--- src/design/imlc_pkg.sv ---
`timescale 1ns / 1ps
// ---------------------------------------------------------------------------
// imlc_pkg
// Shared types and constants of the IR module link controller.
// ---------------------------------------------------------------------------
package imlc_pkg;

   // request type codes
   localparam logic [1:0] REQ_RX_BYTE = 2'd0;
   localparam logic [1:0] REQ_TICK    = 2'd1;
   localparam logic [1:0] REQ_SEND    = 2'd2;

   // result kind codes
   localparam logic OUT_KIND_TX = 1'b0;
   localparam logic OUT_KIND_RX = 1'b1;

   // configuration register indexes
   localparam logic CSR_MODULE_ADDRESS = 1'b0;
   localparam logic CSR_REPEAT_INTERVAL = 1'b1;

   localparam int unsigned CSR_DATA_W = 10;

   localparam logic [7:0] CMD_SEND_NEC   = 8'hF1;
   localparam logic [9:0] INTERVAL_RESET = 10'd110;
   localparam logic [9:0] ELAPSED_MAX    = 10'd1023;
   localparam logic [7:0] ACKS_MAX       = 8'd255;

   // byte positions within a command frame
   localparam logic [2:0] BYTE_ADDR = 3'd0;
   localparam logic [2:0] BYTE_CMD  = 3'd1;
   localparam logic [2:0] BYTE_HI   = 3'd2;
   localparam logic [2:0] BYTE_LO   = 3'd3;
   localparam logic [2:0] BYTE_KEY  = 3'd4;

   typedef struct packed {
      logic [1:0] req_type;
      logic [7:0] rx_byte;
      logic [7:0] user_code_high;
      logic [7:0] user_code_low;
      logic [7:0] key_value;
      logic [7:0] extra_frames;
   } req_item_type;

   typedef struct packed {
      logic       out_kind;
      logic [7:0] tx_byte;
      logic       frame_last;
      logic [7:0] rx_user_high;
      logic [7:0] rx_user_low;
      logic [7:0] rx_key;
   } rsp_item_type;

   typedef enum logic {
      JOB_TX,
      JOB_RX
   } job_kind_type;

   // one unit of back-end work: a command frame or a receive report
   typedef struct packed {
      job_kind_type kind;
      logic [7:0]   addr;
      logic [7:0]   b_hi;
      logic [7:0]   b_lo;
      logic [7:0]   b_key;
   } job_type;

   typedef struct packed {
      logic    valid;
      job_type job;
   } job_slot_type;

   typedef struct packed {
      logic       busy;
      logic [2:0] idx;
   } back_status_type;

endpackage

--- src/design/imlc_front.sv ---
`timescale 1ns / 1ps
// ---------------------------------------------------------------------------
// imlc_front
// Accepts items, keeps link state and configuration, queues back-end jobs.
// ---------------------------------------------------------------------------
module imlc_front
   import imlc_pkg::*;
(
   input  logic                  clock,
   input  logic                  reset,
   input  logic                  csr_we,
   input  logic                  csr_index,
   input  logic [CSR_DATA_W-1:0] csr_wdata,
   input  logic                  req_valid,
   input  logic                  req_ready,
   input  req_item_type          req_item,
   output job_slot_type          push
);

   logic [7:0]  module_address_ff, module_address_in;
   logic [9:0]  interval_ff, interval_in;
   logic [7:0]  acks_ff, acks_in;
   logic [7:0]  hold_ff [2];
   logic [7:0]  hold_in [2];
   logic [1:0]  fill_ff, fill_in;
   logic        armed_ff, armed_in;
   logic [7:0]  left_ff, left_in;
   logic [23:0] codes_ff, codes_in;
   logic [9:0]  elapsed_ff, elapsed_in;

   logic [7:0]  acks_inc;
   logic [9:0]  elapsed_inc;

   assign acks_inc    = (acks_ff == ACKS_MAX) ? acks_ff : acks_ff + 8'd1;
   assign elapsed_inc = (elapsed_ff == ELAPSED_MAX) ? elapsed_ff : elapsed_ff + 10'd1;

   always_comb begin
      module_address_in = module_address_ff;
      interval_in       = interval_ff;
      acks_in           = acks_ff;
      hold_in           = hold_ff;
      fill_in           = fill_ff;
      armed_in          = armed_ff;
      left_in           = left_ff;
      codes_in          = codes_ff;
      elapsed_in        = elapsed_ff;
      push              = '0;

      if (csr_we) begin
         case (csr_index)
            CSR_MODULE_ADDRESS:  module_address_in = csr_wdata[7:0];
            CSR_REPEAT_INTERVAL: interval_in = csr_wdata[9:0];
            default: ;
         endcase
      end

      if (req_valid && req_ready) begin
         case (req_item.req_type)
            REQ_RX_BYTE: begin
               if (acks_ff != 8'd0) begin
                  acks_in = acks_ff - 8'd1;       // echo of a sent frame
               end else if (fill_ff != 2'd2) begin
                  hold_in[fill_ff[0]] = req_item.rx_byte;
                  fill_in = fill_ff + 2'd1;
               end else begin
                  push.valid     = 1'b1;
                  push.job.kind  = JOB_RX;
                  push.job.addr  = 8'd0;
                  push.job.b_hi  = hold_ff[0];
                  push.job.b_lo  = hold_ff[1];
                  push.job.b_key = req_item.rx_byte;
                  fill_in        = 2'd0;
               end
            end
            REQ_TICK: begin
               elapsed_in = elapsed_inc;
               if (armed_ff && (elapsed_inc >= interval_ff)) begin
                  push.valid = 1'b1;
                  push.job.kind = JOB_TX;
                  push.job.addr = module_address_ff;
                  {push.job.b_hi, push.job.b_lo, push.job.b_key} = codes_ff;
                  acks_in = acks_inc;
                  if (left_ff == 8'd0) begin
                     armed_in = 1'b0;
                  end else begin
                     left_in    = left_ff - 8'd1;
                     elapsed_in = 10'd0;
                  end
               end
            end
            REQ_SEND: begin
               push.valid     = 1'b1;
               push.job.kind  = JOB_TX;
               push.job.addr  = module_address_ff;
               push.job.b_hi  = req_item.user_code_high;
               push.job.b_lo  = req_item.user_code_low;
               push.job.b_key = req_item.key_value;
               acks_in        = acks_inc;
               if (req_item.extra_frames != 8'd0) begin
                  armed_in   = 1'b1;
                  left_in    = req_item.extra_frames - 8'd1;
                  codes_in   = {req_item.user_code_high, req_item.user_code_low,
                                req_item.key_value};
                  elapsed_in = 10'd0;
               end else begin
                  armed_in = 1'b0;
               end
            end
            default: ;
         endcase
      end
   end

   always_ff @(posedge clock) begin
      if (reset) begin
         module_address_ff <= 8'd0;
         interval_ff       <= INTERVAL_RESET;
         acks_ff           <= 8'd0;
         fill_ff           <= 2'd0;
         armed_ff          <= 1'b0;
         left_ff           <= 8'd0;
         elapsed_ff        <= 10'd0;
      end else begin
         module_address_ff <= module_address_in;
         interval_ff       <= interval_in;
         acks_ff           <= acks_in;
         fill_ff           <= fill_in;
         armed_ff          <= armed_in;
         left_ff           <= left_in;
         elapsed_ff        <= elapsed_in;
      end
   end

   always_ff @(posedge clock) begin
      hold_ff  <= hold_in;
      codes_ff <= codes_in;
   end

endmodule

--- src/design/imlc_queue.sv ---
`timescale 1ns / 1ps
// ---------------------------------------------------------------------------
// imlc_queue
// Small job FIFO between the front and back ends.
// ---------------------------------------------------------------------------
module imlc_queue
   import imlc_pkg::*;
#(
   parameter int unsigned DEPTH = 4
)
(
   input  logic         clock,
   input  logic         reset,
   input  job_slot_type push,
   input  logic         pop,
   output job_slot_type head,
   output logic         full
);

   localparam int unsigned PTR_W = (DEPTH > 1) ? $clog2(DEPTH) : 1;
   localparam int unsigned CNT_W = $clog2(DEPTH + 1);
   localparam logic [PTR_W-1:0] PTR_LAST = PTR_W'(DEPTH - 1);
   localparam logic [CNT_W-1:0] CNT_FULL = CNT_W'(DEPTH);

   job_type           mem_ff [DEPTH];
   logic [PTR_W-1:0]  wr_ptr_ff, wr_ptr_in;
   logic [PTR_W-1:0]  rd_ptr_ff, rd_ptr_in;
   logic [CNT_W-1:0]  count_ff, count_in;
   logic              do_push, do_pop;

   assign full       = (count_ff == CNT_FULL);
   assign head.valid = (count_ff != '0);
   assign head.job   = mem_ff[rd_ptr_ff];
   assign do_push    = push.valid && !full;
   assign do_pop     = pop && head.valid;

   always_comb begin
      wr_ptr_in = wr_ptr_ff;
      rd_ptr_in = rd_ptr_ff;
      count_in  = count_ff;
      if (do_push) begin
         wr_ptr_in = (wr_ptr_ff == PTR_LAST) ? '0 : wr_ptr_ff + 1'b1;
      end
      if (do_pop) begin
         rd_ptr_in = (rd_ptr_ff == PTR_LAST) ? '0 : rd_ptr_ff + 1'b1;
      end
      if (do_push && !do_pop) begin
         count_in = count_ff + 1'b1;
      end else if (do_pop && !do_push) begin
         count_in = count_ff - 1'b1;
      end
   end

   always_ff @(posedge clock) begin
      if (reset) begin
         wr_ptr_ff <= '0;
         rd_ptr_ff <= '0;
         count_ff  <= '0;
      end else begin
         wr_ptr_ff <= wr_ptr_in;
         rd_ptr_ff <= rd_ptr_in;
         count_ff  <= count_in;
      end
   end

   always_ff @(posedge clock) begin
      if (do_push) begin
         mem_ff[wr_ptr_ff] <= push.job;
      end
   end

endmodule

--- src/design/imlc_back.sv ---
`timescale 1ns / 1ps
// ---------------------------------------------------------------------------
// imlc_back
// Serializes queued jobs into result items through an output register.
// ---------------------------------------------------------------------------
module imlc_back
   import imlc_pkg::*;
(
   input  logic            clock,
   input  logic            reset,
   input  job_slot_type    head,
   output logic            pop,
   output logic            rsp_valid,
   input  logic            rsp_ready,
   output rsp_item_type    rsp_item,
   output back_status_type status
);

   logic         busy_ff, busy_in;
   logic [2:0]   idx_ff, idx_in;
   job_type      cur_ff, cur_in;
   logic         rsp_valid_ff, rsp_valid_in;
   rsp_item_type rsp_item_ff, rsp_item_in;
   logic         load;

   function automatic rsp_item_type tx_result(job_type j, logic [2:0] idx);
      rsp_item_type r;
      r            = '0;
      r.out_kind   = OUT_KIND_TX;
      r.frame_last = (idx == BYTE_KEY);
      case (idx)
         BYTE_ADDR: r.tx_byte = j.addr;
         BYTE_CMD:  r.tx_byte = CMD_SEND_NEC;
         BYTE_HI:   r.tx_byte = j.b_hi;
         BYTE_LO:   r.tx_byte = j.b_lo;
         default:   r.tx_byte = j.b_key;
      endcase
      return r;
   endfunction

   assign load = !rsp_valid_ff || rsp_ready;
   assign pop  = load && !busy_ff && head.valid;

   always_comb begin
      busy_in      = busy_ff;
      idx_in       = idx_ff;
      cur_in       = cur_ff;
      rsp_valid_in = rsp_valid_ff;
      rsp_item_in  = rsp_item_ff;
      if (load) begin
         if (busy_ff) begin
            rsp_valid_in = 1'b1;
            rsp_item_in  = tx_result(cur_ff, idx_ff);
            if (idx_ff == BYTE_KEY) begin
               busy_in = 1'b0;
            end else begin
               idx_in = idx_ff + 3'd1;
            end
         end else if (head.valid) begin
            rsp_valid_in = 1'b1;
            if (head.job.kind == JOB_RX) begin
               rsp_item_in.out_kind     = OUT_KIND_RX;
               rsp_item_in.tx_byte      = 8'd0;
               rsp_item_in.frame_last   = 1'b1;
               rsp_item_in.rx_user_high = head.job.b_hi;
               rsp_item_in.rx_user_low  = head.job.b_lo;
               rsp_item_in.rx_key       = head.job.b_key;
            end else begin
               rsp_item_in = tx_result(head.job, BYTE_ADDR);
               cur_in      = head.job;
               busy_in     = 1'b1;
               idx_in      = BYTE_CMD;
            end
         end else begin
            rsp_valid_in = 1'b0;
         end
      end
   end

   always_ff @(posedge clock) begin
      if (reset) begin
         busy_ff      <= 1'b0;
         idx_ff       <= BYTE_ADDR;
         rsp_valid_ff <= 1'b0;
      end else begin
         busy_ff      <= busy_in;
         idx_ff       <= idx_in;
         rsp_valid_ff <= rsp_valid_in;
      end
   end

   always_ff @(posedge clock) begin
      cur_ff      <= cur_in;
      rsp_item_ff <= rsp_item_in;
   end

   assign rsp_valid   = rsp_valid_ff;
   assign rsp_item    = rsp_item_ff;
   assign status.busy = busy_ff;
   assign status.idx  = idx_ff;

endmodule

--- src/design/ir_module_link_controller.sv ---
`timescale 1ns / 1ps
// ---------------------------------------------------------------------------
// ir_module_link_controller
// Host-side link controller for a serial IR transceiver module.
// ---------------------------------------------------------------------------
//  channel   ports                                   direction
//  req       req_valid / req_ready / req_item        in  (rx byte, ms tick, send)
//  rsp       rsp_valid / rsp_ready / rsp_item        out (tx byte or rx frame)
//  csr       csr_we / csr_index / csr_wdata          in  (write only, no wait)
//
//  The front end takes one item per cycle while the job queue has room and
//  updates all link state in that cycle. The back end drains jobs through the
//  output register: a receive report yields one result item, a command frame
//  five (one per byte); no new job is popped until a frame's last byte is loaded.
//  Reset is synchronous and clears all control state; no clearing pass.
//  A stalled rsp side fills the QUEUE_DEPTH-entry queue, then req_ready drops.
// ---------------------------------------------------------------------------
module ir_module_link_controller
   import imlc_pkg::*;
#(
   parameter int unsigned QUEUE_DEPTH = 4
)
(
   input  logic                  clock,
   input  logic                  reset,
   input  logic                  csr_we,
   input  logic                  csr_index,
   input  logic [CSR_DATA_W-1:0] csr_wdata,
   input  logic                  req_valid,
   output logic                  req_ready,
   input  req_item_type          req_item,
   output logic                  rsp_valid,
   input  logic                  rsp_ready,
   output rsp_item_type          rsp_item
);

   job_slot_type    push;
   job_slot_type    head;
   logic            pop;
   logic            q_full;
   back_status_type back_status;

   // front accepts whenever the queue can hold a possible job
   assign req_ready = !q_full;

   imlc_front u_front (
      .clock     (clock),
      .reset     (reset),
      .csr_we    (csr_we),
      .csr_index (csr_index),
      .csr_wdata (csr_wdata),
      .req_valid (req_valid),
      .req_ready (req_ready),
      .req_item  (req_item),
      .push      (push)
   );

   imlc_queue #(
      .DEPTH (QUEUE_DEPTH)
   ) u_queue (
      .clock (clock),
      .reset (reset),
      .push  (push),
      .pop   (pop),
      .head  (head),
      .full  (q_full)
   );

   imlc_back u_back (
      .clock     (clock),
      .reset     (reset),
      .head      (head),
      .pop       (pop),
      .rsp_valid (rsp_valid),
      .rsp_ready (rsp_ready),
      .rsp_item  (rsp_item),
      .status    (back_status)
   );

   // a job is only produced for an accepted item, so never into a full queue
   a_no_overflow: assert property (@(posedge clock) disable iff (reset)
      push.valid |-> !q_full)
      else $error("job pushed into full queue");

   // a frame byte other than the last means the serializer still owns a frame
   a_mid_frame_busy: assert property (@(posedge clock) disable iff (reset)
      (rsp_valid && !rsp_item.frame_last) |-> back_status.busy)
      else $error("mid-frame byte without active frame");

   // popping a command frame starts the serializer at the second byte
   a_tx_pop_starts: assert property (@(posedge clock) disable iff (reset)
      (pop && head.job.kind == JOB_TX) |=>
         (back_status.busy && back_status.idx == BYTE_CMD))
      else $error("frame pop did not start serializer");

   // serializer never pulls a new job while a frame is in progress
   a_no_pop_busy: assert property (@(posedge clock) disable iff (reset)
      back_status.busy |-> !pop)
      else $error("pop while frame in progress");

endmodule
--- config.mk ---
export PLATFORM = sky130hd
export DESIGN_NAME = ir_module_link_controller
export DESIGN_NICKNAME = d
export VERILOG_FILES = /design/src/design/imlc_pkg.sv /design/src/design/imlc_front.sv /design/src/design/imlc_queue.sv /design/src/design/imlc_back.sv /design/src/design/ir_module_link_controller.sv
export SDC_FILE = /design/constraint.sdc
export NUM_CORES = 1
export LEC_CHECK = 0
export BUFFER_PORTS_ARGS = -buffer_cell sky130_fd_sc_hd__buf_2
export CORE_ASPECT_RATIO = 1.1
export CORE_MARGIN = 2
export CORE_UTILIZATION = 54
export CTS_CLUSTER_SIZE = 30
export DETAILED_ROUTE_END_ITERATION = 10
export PLACE_DENSITY = 0.86
export SLEW_MARGIN = 10
export SYNTH_ARGS = -nofsm -noshare
export SYNTH_HDL_FRONTEND = slang
export SYNTH_SLANG_ARGS = --single-unit
export TNS_END_PERCENT = 20
--- constraint.sdc ---
create_clock -name clock -period 5.71 [get_ports clock]
set_clock_uncertainty 0.15 [all_clocks]
set_input_delay 1.142 -clock clock [delete_from_list [all_inputs] [get_ports clock]]
set_output_delay 1.142 -clock clock [all_outputs]
set_load 0.02 [all_outputs]
# Yosys cells after proc, flatten, opt, wreduce, memory -nomap -nowiden
# Memory sizes are Yosys's and may differ from the RTL's. A register that Yosys moved wholly into a read port is not among the register bits.
# Cells that the tools add are included.
# totals
register_bits	165
ram_bits	132
inputBits	58
output_inout_bits	36
wordCells	150
n_memories	1
# mem_list
memory	depth	width	rd	rd_clocked_by_memory_dff	wr	line	rtl
u_queue.mem_ff	4	33	1	1	1	imlc_queue.sv:25	job_type mem_ff [DEPTH];
# op_classes
addsub	11
magnitude_cmp	3
eq_ne	19
mux	48
n_bitwise	5
reduce_logical	37
# ops
op	count
34-bit two-way mux	6
34-bit one-hot mux with 3 select lines	1
8-bit two-way mux	7
10-bit two-way mux	4
33-bit two-way mux	1
8-bit one-hot mux with 4 select lines	1
8-bit one-hot mux with 3 select lines	1
8-bit by 1-bit subtractor with 8-bit output (second input constant)	3
10-bit one-hot mux with 2 select lines	1
4-bit AND reduction	5
3-bit two-way mux	6
16-bit bitwise mux	1
8-bit one-hot mux with 2 select lines	1
8-bit nonzero test	2
1-bit two-way mux	11
10-bit by 1-bit adder with 10-bit output (second input constant)	1
10-bit equality test (second input constant)	1
10-bit greater-or-equal comparator	1
2-bit two-way mux	5
2-bit by 1-bit inequality test with 1-bit output (second input constant)	5
1-bit logical AND	9
3-bit AND reduction	3
8-bit by 1-bit adder with 8-bit output (second input constant)	1
8-bit demux with 1-bit select	1
other kinds (24)	45

# Depth between registers and ports, before layout
# Gate-level depths: netlist of the first run.
# logic_depth
word_depth	12
ltp_mapped	18
ltp_nobuf	18

# Modules after synthesis
# A second synthesis of the first run with hierarchy kept.
# unflattened
hier_cells	939
hier_area_um2	12971.2
# modules_own_cells
module	instances	cells_per_inst	area_per_inst_um2	seq_area_each_um2
imlc_queue	1	223	5251.3	4144.0
imlc_front	1	522	4748.3	2142.1
imlc_back	1	193	2967.8	2082.0
ir_module_link_controller	1	1	3.8	0.0

# Worst setup path after synthesis of the first run
# Ideal clock, no wire load.
# synth_path
path_type	register to register
start	reg u_front.elapsed_ff[0]
end	mem u_queue.mem_ff[0][0] (netlist bit) (enable)
setup_ps	471
arrival_ps	5013
slack_ps	76
stages_incl_launch_ff	12
period_less_slack_ps	5634
path_cell_list	dfxtp_1 > ha_1 > and4_1 > and3_1 > mux2_2 > ha_1 > nand2_1 > o21ai_0 > a221oi_1 > o211ai_1 > nor2_1 > nor3b_1
# synth_between
elab_chain_cells	10
# synth_rtl
element	line	rtl
from (decl)	imlc_front.sv:29	logic [9:0] elapsed_ff, elapsed_in;
from (signal assigned)	imlc_front.sv:130	elapsed_ff <= elapsed_in;
10-bit by 1-bit adder with 10-bit output / 10-bit equality test (equally long branches)	imlc_front.sv:35	assign elapsed_inc = (elapsed_ff == ELAPSED_MAX) ? elapsed_ff : elapsed_ff + 10'd1;
10-bit two-way mux *	imlc_front.sv:35	
10-bit greater-or-equal comparator *	imlc_front.sv:77	if (armed_ff && (elapsed_inc >= interval_ff)) begin
1-bit logical AND *	imlc_front.sv:77	
34-bit two-way mux *	imlc_front.sv:77	
34-bit one-hot mux with 3 select lines *	imlc_front.sv:58	case (req_item.req_type)
34-bit two-way mux *	imlc_front.sv:57	if (req_valid && req_ready) begin
1-bit logical AND *	imlc_queue.sv:34	assign do_push = push.valid && !full;
1-bit two-way mux *	imlc_queue.sv:67	if (do_push) begin
1-bit two-way mux (implied by the code) *	imlc_queue.sv:68	mem_ff[wr_ptr_ff] <= push.job;
to (decl)	imlc_queue.sv:25	
# Every way passes the cells marked *; elsewhere a longest branch is shown, timed or not.

# Worst setup path in the final report of the first run
# layout_path
start	reg u_front.elapsed_ff[0]
end	reg u_queue.count_ff[2]
# layout_between
elab_chain_cells	11
# layout_rtl
element	line	rtl
10-bit by 1-bit adder with 10-bit output / 10-bit equality test (equally long branches)	imlc_front.sv:35	
10-bit two-way mux *	imlc_front.sv:35	
10-bit greater-or-equal comparator *	imlc_front.sv:77	
1-bit logical AND *	imlc_front.sv:77	
34-bit two-way mux *	imlc_front.sv:77	
34-bit one-hot mux with 3 select lines *	imlc_front.sv:58	
34-bit two-way mux *	imlc_front.sv:57	
1-bit logical AND *	imlc_queue.sv:34	
via u_queue.do_push	imlc_queue.sv:29	logic do_push, do_pop;
1-bit zero test	imlc_queue.sv:49	end else if (do_pop && !do_push) begin
1-bit logical AND	imlc_queue.sv:49	
2-bit nonzero test (no source line)	--	
to (signal assigned)	imlc_queue.sv:62	count_ff <= count_in;
to (decl)	imlc_queue.sv:28	logic [CNT_W-1:0] count_ff, count_in;
# Mark *: on every way through the listed nets, which the timed path passes. The rest lies on a longest branch.
# A chain may end at the register's enable or synchronous reset.

==> metrics.yaml, run 1 <==
track_usage: 0.228
pwr-share-seq: 0.476
first_iter_violations: 1200
cp.arrival_ns: 5.53
drc: 0
start_kind: "flip-flop"
clk_pin_slew_ns: 0.06
ys.flop_type: "edfxtp_1"
maxSlewHeadroom: 0.287
cts-root-buf: "clkbuf_16"
io_buffers: 93
clock_latency_ns: 0.55
power.switching_mw: 1.77
synth-edff-count: 238
area_growth_pct: 13.2
gp_congestion: 0.899
hpwl_um: 18100
viasPerCell: 6.19
grt_setup_unrepaired: "no"
synth_cells: 910
async_flop_share: 0
period_needed_ns: 5.21
htree_levels: 1
start_util: 0.551
antenna_found_initial: 0
fin_util: 0.624
ios: 94
power_mw: 6.11
p_int_mw: 4.34
peakVddDrop_uv: 238
dieArea_um2: 24700
numCtsBuffers: 27
ys_ff_latch: 299
min_path_cells: 2
crit_fanout: 13
core_um2: 23000
ys_seq_area_frac: 0.660
finalCritPeriodShare: 0.912
clk_path_buf_depth: 3
p_comb_frac: 0.223
die_w_um: 150
p_leak_nw: 5.12
grt_pass1_vias: 7854
die_h_um: 165
netlist_area_um2: 12700
wl_per_cell_um: 21.1
status: "complete, no violations"
required_ns: 6.03
place_ws_ns: 0.700
postRouteAntennaNets: 0
layout_commonest_cell: "edfxtp_1"
drt-total-wl_um: 27900
fin_nets: 1091
cts_sinks: 299
grtUsageMet3: 0.0296
gr-usage-met2: 0.393
yosysUniqueCellTypes: 64
use_met1: 0.305
avgSynthCellArea_um2: 13.9
post_cts_resized: 0
rows: 58
fin_cells: 1319
critPathCaptureType: "flip-flop"
dp_cells: 1269
clkPwrFrac: 0.301
grt_max_degree: 54
power_density_nw_per_um2: 426
stdcell_area_um2: 14400
postPlaceCellArea_um2: 13500
finalSetupViolations: 0
finalMaxSlewViolations: 0
fmaxAchievable_mhz: 192
hold_buffers: 0
vias: 8163
max-cap-violations: 0
synth_warnings: 0
whs_ns: 0.312
worst-r2r-setup-slack_ns: 0.50
tightest_slew_ns: 1.07
hold_violations: 0
tritoncts: "yes"
setup-tns-final_ns: 0
num_antenna_cells: 0
postCtsSetupRepairBufs: 0
dr.pass1.iters: 6
fin_ws_ns: 0.505
grt-busiest-layer: "met2"
syn-num-nets: 1003
p_sw_frac: 0.289
layout-drive-gt1-share: 0.186
grt_overflow: 0
final_cell_mix: "238 x edfxtp_1, 93 x buf_2, 77 x nor2_1"
grt_pass1_wl_um: 43500
hold_path.class: "flip-flop to flip-flop"
r2r_cells: 17
path_class: "flip-flop to flip-flop"
power by group through the flow:
stage / logic [mW] / clock network, mW / registers [mW]
detailed placement: 1.34 / 0 / 2.95
global placement: 1.30 / 0 / 2.94
finish: 1.36 / 1.84 / 2.91
floorplan: 0.791 / 0 / 3.09
global route: 1.49 / 1.95 / 2.93
CTS: 1.36 / 1.86 / 2.91
kinds of logic (layout without fill, tap and decap cells):
family | after synthesis | in the layout | synth area share
flip-flops | 299 | 299 | 0.660
AND/OR/NAND/NOR | 270 | 270 | 0.109
AO/OA/AOI/OAI | 168 | 168 | 0.0939
buffers and inverters | 78 | 187 | 0.0239
multiplexers | 50 | 50 | 0.0713
adder cells (fa/ha/maj) | 35 | 35 | 0.0357
XOR/XNOR | 10 | 10 | 0.00690
cell usage after synthesis, types with 3 or more instances:
| master | count | area share |
|---|---|---|
| a22oi_1 | 6 | 0.0036 |
| nand3b_1 | 3 | 0.0018 |
| dfxtp_1 | 61 | 0.096 |
| nand3_1 | 24 | 0.0095 |
| and3_1 | 19 | 0.0094 |
| o311ai_0 | 3 | 0.0021 |
| nor4_1 | 8 | 0.0039 |
| or4_1 | 3 | 0.0018 |
| o211ai_1 | 16 | 0.0095 |
| o21bai_1 | 3 | 0.0018 |
| a21oi_1 | 41 | 0.016 |
| o21a_1 | 5 | 0.0030 |
| o21ai_0 | 24 | 0.0095 |
| edfxtp_1 | 238 | 0.56 |
| a31oi_1 | 9 | 0.0044 |
| a222oi_1 | 27 | 0.021 |
| nor2_1 | 78 | 0.023 |
| mux2i_1 | 15 | 0.012 |
| xor2_1 | 4 | 0.0028 |
| o31ai_1 | 6 | 0.0036 |
| nor3_1 | 15 | 0.0059 |
| or3_1 | 8 | 0.0039 |
| inv_1 | 28 | 0.0083 |
| nand2_1 | 50 | 0.015 |
| xnor2_1 | 6 | 0.0041 |
| and2_1 | 29 | 0.014 |
| buf_2 | 7 | 0.0028 |
| nand4_1 | 4 | 0.0020 |
| a32oi_1 | 9 | 0.0062 |
| ha_1 | 33 | 0.033 |
| clkbuf_1 | 38 | 0.011 |
| nor3b_1 | 7 | 0.0041 |
| mux2_2 | 3 | 0.0027 |
| nor2b_1 | 6 | 0.0030 |
| mux4_2 | 32 | 0.057 |
layout make-up:
class,count,area [um2]
fill,1592,8640
sequential,299,8370
multi-input combinational,533,4040
clock buffer,39,731
timing repair buffer,107,571
tap,300,375
clock inverter,11,168
inverter,30,113
flip-flops by register name, summed over array words and instances, names as in the netlist, named ones only:
signal and cells:
u_queue.rd_ptr_ff 2, u_front.hold_ff 16, u_back.rsp_item 34, u_back.rsp_valid 1
u_front.acks_ff 8, u_queue.wr_ptr_ff 2, u_front.codes_ff 24, u_back.idx_ff 3
u_back.busy_ff 1, u_queue.count_ff 3, u_front.left_ff 8, u_front.armed_ff 1
u_front.interval_ff 10, u_front.module_address_ff 8, u_front.fill_ff 2, u_back.cur_ff 32
u_front.elapsed_ff 10, u_queue.mem_ff 132
routing by layer:
| layer | wire length [um] | part of all wire | vias to the layer above |
|---|---|---|---|
| met5 | 0 | 0 | - |
| met3 | 2070 | 0.074 | 55 |
| met4 | 669 | 0.024 | 0 |
| met1 | 11000 | 0.40 | 3963 |
| met2 | 14100 | 0.51 | 420 |
| li1 | - | - | 3725 |
critical path: stages, from the launching register on:
cell	delay [ns]
dfxtp_1	0.44
ha_1	0.28
and4_1	0.30
and3_1	0.28
mux2_2	0.39
ha_1	0.28
nand2_1	0.04
o21ai_0	0.23
a221oi_1	0.19
o211ai_1	0.67
nor2_1	0.30
nor2_1	0.19
ha_1	0.22
inv_1	0.07
fa_1	0.44
xor2_1	0.19
or3_1	0.33
a21oi_1	0.15
final timing paths:
| kind | start | endpoint |
|---|---|---|
| worst max-delay path | u_front.elapsed_ff[0] | u_queue.count_ff[2] |
| worst max register to register | u_front.elapsed_ff[0] | u_queue.count_ff[2] |
| worst min-delay path | u_front.interval_ff[8] | u_front.interval_ff[8] |
| worst min register to register | u_front.interval_ff[8] | u_front.interval_ff[8] |
Power figures use the tool's default switching activity.
==> run 2, diff against run 1 <==
CORE_MARGIN = 4   (was 2)
==> metrics.yaml, run 2 (synthesis gave the netlist of run 1 again) <==
crit_path_cell_trace: "ha_1 -> and4_1 -> and3_1 -> mux2_2 -> ha_1 -> nand2_1 -> o21ai_0 -> a221oi_1 -> o211ai_1 -> nor2_1 -> nor2_1 -> ha_1 -> inv_1 -> fa_1 -> xor2_1 -> or3_1 -> a21oi_1"
fin_ws_ns: 0.638  # +0.133 ns
power_density_nw_per_um2: 428  # +0.60%
gp_congestion: 0.918  # +2.1%
grt_max_degree: 54  # unchanged
stdcell_area_um2: 14400  # +0.31%
io_buffers: 93  # unchanged
required_ns: 6.02  # about the same
rows: 58  # unchanged
hold_violations: 0  # unchanged
tightest_slew_ns: 1.07  # +0.00212 ns
die_w_um: 154  # +2.7%
critPathMaxStageDelay_ns: 0.72  # +0.05 ns
peakVddDrop_uv: 301  # +26%
grtUsageMet3: 0.0307  # +0.00112
fillers: 1573  # -1.2%
track_usage: 0.214  # -0.0136
gr-usage-met2: 0.365  # -0.0282
grt_pass1_vias: 8116  # +3.3%
path_class: "flip-flop to flip-flop"
hold_buffers: 0  # unchanged
status: "complete, no violations"
grt_pass1_wl_um: 44800  # +3.0%
vias: 8280  # +1.4%
layout-drive-gt1-share: 0.191  # +0.00472
drt-total-wl_um: 28400  # +1.8%
finalSetupViolations: 0  # unchanged
core_um2: 23000  # unchanged
postPlaceCellArea_um2: 13500  # about the same
use_met1: 0.291  # -0.0141
grt_overflow: 0  # unchanged
fin_nets: 1091  # unchanged
cts_sinks: 299  # unchanged
max-cap-violations: 0  # unchanged
maxSlewHeadroom: 0.286  # -0.00141
clock_latency_ns: 0.56  # about the same
cts-root-buf: "clkbuf_16"
cp.arrival_ns: 5.38  # -0.15 ns
htree_levels: 1  # unchanged
dr.pass1.iters: 7  # +1
finalCritPeriodShare: 0.888  # -0.0233
tritoncts: "yes"
finalMaxSlewViolations: 0  # unchanged
crit_fanout: 13  # unchanged
regMostFlops: "u_queue.mem_ff"
period_needed_ns: 5.07  # -0.133 ns
post_cts_resized: 0  # unchanged
wl_per_cell_um: 21.5  # +1.8%
hpwl_um: 18200  # +1.0%
critPathCaptureType: "flip-flop"
crit_slowest_cell: "o211ai_1"
clk_path_buf_depth: 3  # unchanged
postRouteAntennaNets: 0  # unchanged
num_antenna_cells: 0  # unchanged
first_iter_violations: 1066  # -11%
path_buf_inv: 1  # unchanged
setup-tns-final_ns: 0  # unchanged
cpMostUsedCell: "ha_1"
final_cell_mix: "238 x edfxtp_1, 93 x buf_2, 77 x nor2_1"
clk_pin_slew_ns: 0.06  # about the same
start_util: 0.551  # unchanged
grt-busiest-layer: "met2"
area_growth_pct: 13.6
place_ws_ns: 0.728  # +0.0279 ns
whs_ns: 0.312  # -0.000144 ns
postCtsSetupRepairBufs: 0  # unchanged
grt_setup_unrepaired: "no"
ios: 94  # unchanged
antenna_found_initial: 0  # unchanged
hold_path.class: "flip-flop to flip-flop"
largest_reg_flops: 132  # unchanged
dieArea_um2: 26000  # +5.2%
die_h_um: 169  # +2.4%
viasPerCell: 6.27  # +1.4%
layout_commonest_cell: "edfxtp_1"
crit_family: "simple AND/OR/NAND/NOR gates"
fmaxAchievable_mhz: 197  # +2.6%
p_leak_nw: 5.14  # +0.39%
start_kind: "flip-flop"
drc: 0  # unchanged
numCtsBuffers: 28  # +3.7%
==> run 2: changes by cell type in the layout (fill, tap and decap cells not counted), sizes merged <==
cell      previous run  this run
clkinvlp             0         1
buf                107       106
bufinv               4         3
clkinv               8        11
inv                 29        28
==> run 2: through the flow <==
step / power [mW] / instances / util
6_report: 6.17 / 1320 / 0.626
5_1_grt: 6.45 / 1320 / 0.626
4_1_cts: 6.19 / 1320 / 0.626
3_5_place_dp: 4.31 / 1268 / 0.585
3_3_place_gp: 4.25 / 1268 / 0.585
2_1_floorplan: 3.88 / 910 / -
==> run 2: layer usage <==
metal	routed length (um)	part of all wire
met1	11000	0.39
met4	752	0.026
met3	2390	0.084
met5	0	0
met2	14300	0.50
==> run 2: final cells by class <==
class | count | area [um2] | area share
Timing Repair Buffer | 106 | 563 | 0.0391
Clock inverter | 13 | 169 | 0.0117
Sequential cell | 299 | 8370 | 0.581
Tap cell | 300 | 375 | 0.0261
Multi-Input combinational cell | 533 | 4040 | 0.280
Inverter | 30 | 113 | 0.00782
Clock buffer | 39 | 782 | 0.0543
==> run 2: worst min-delay path, cell delays in order, from the launching register on <==
cell	delay [ns]
dfxtp_1	0.31
nand2_1	0.05
a21oi_1	0.05
==> run 2: path summary, 6_finish.rpt <==
kind                          start                endpoint  slack [ns]  depth (start not counted)
min reg2reg  u_front.interval_ff[7]  u_front.interval_ff[7]        0.31                          2
max           u_front.elapsed_ff[0]     u_queue.count_ff[2]        0.64                         17
min          u_front.interval_ff[7]  u_front.interval_ff[7]        0.31                          2
max reg2reg   u_front.elapsed_ff[0]     u_queue.count_ff[2]        0.64                         17
==> run 2: power breakdown <==
| part | switching, mW | internal, mW |
|---|---|---|
| clock | 0.787 | 1.10 |
| sequential | 0.142 | 2.78 |
| combinational | 0.872 | 0.489 |
| total | 1.80 | 4.37 |
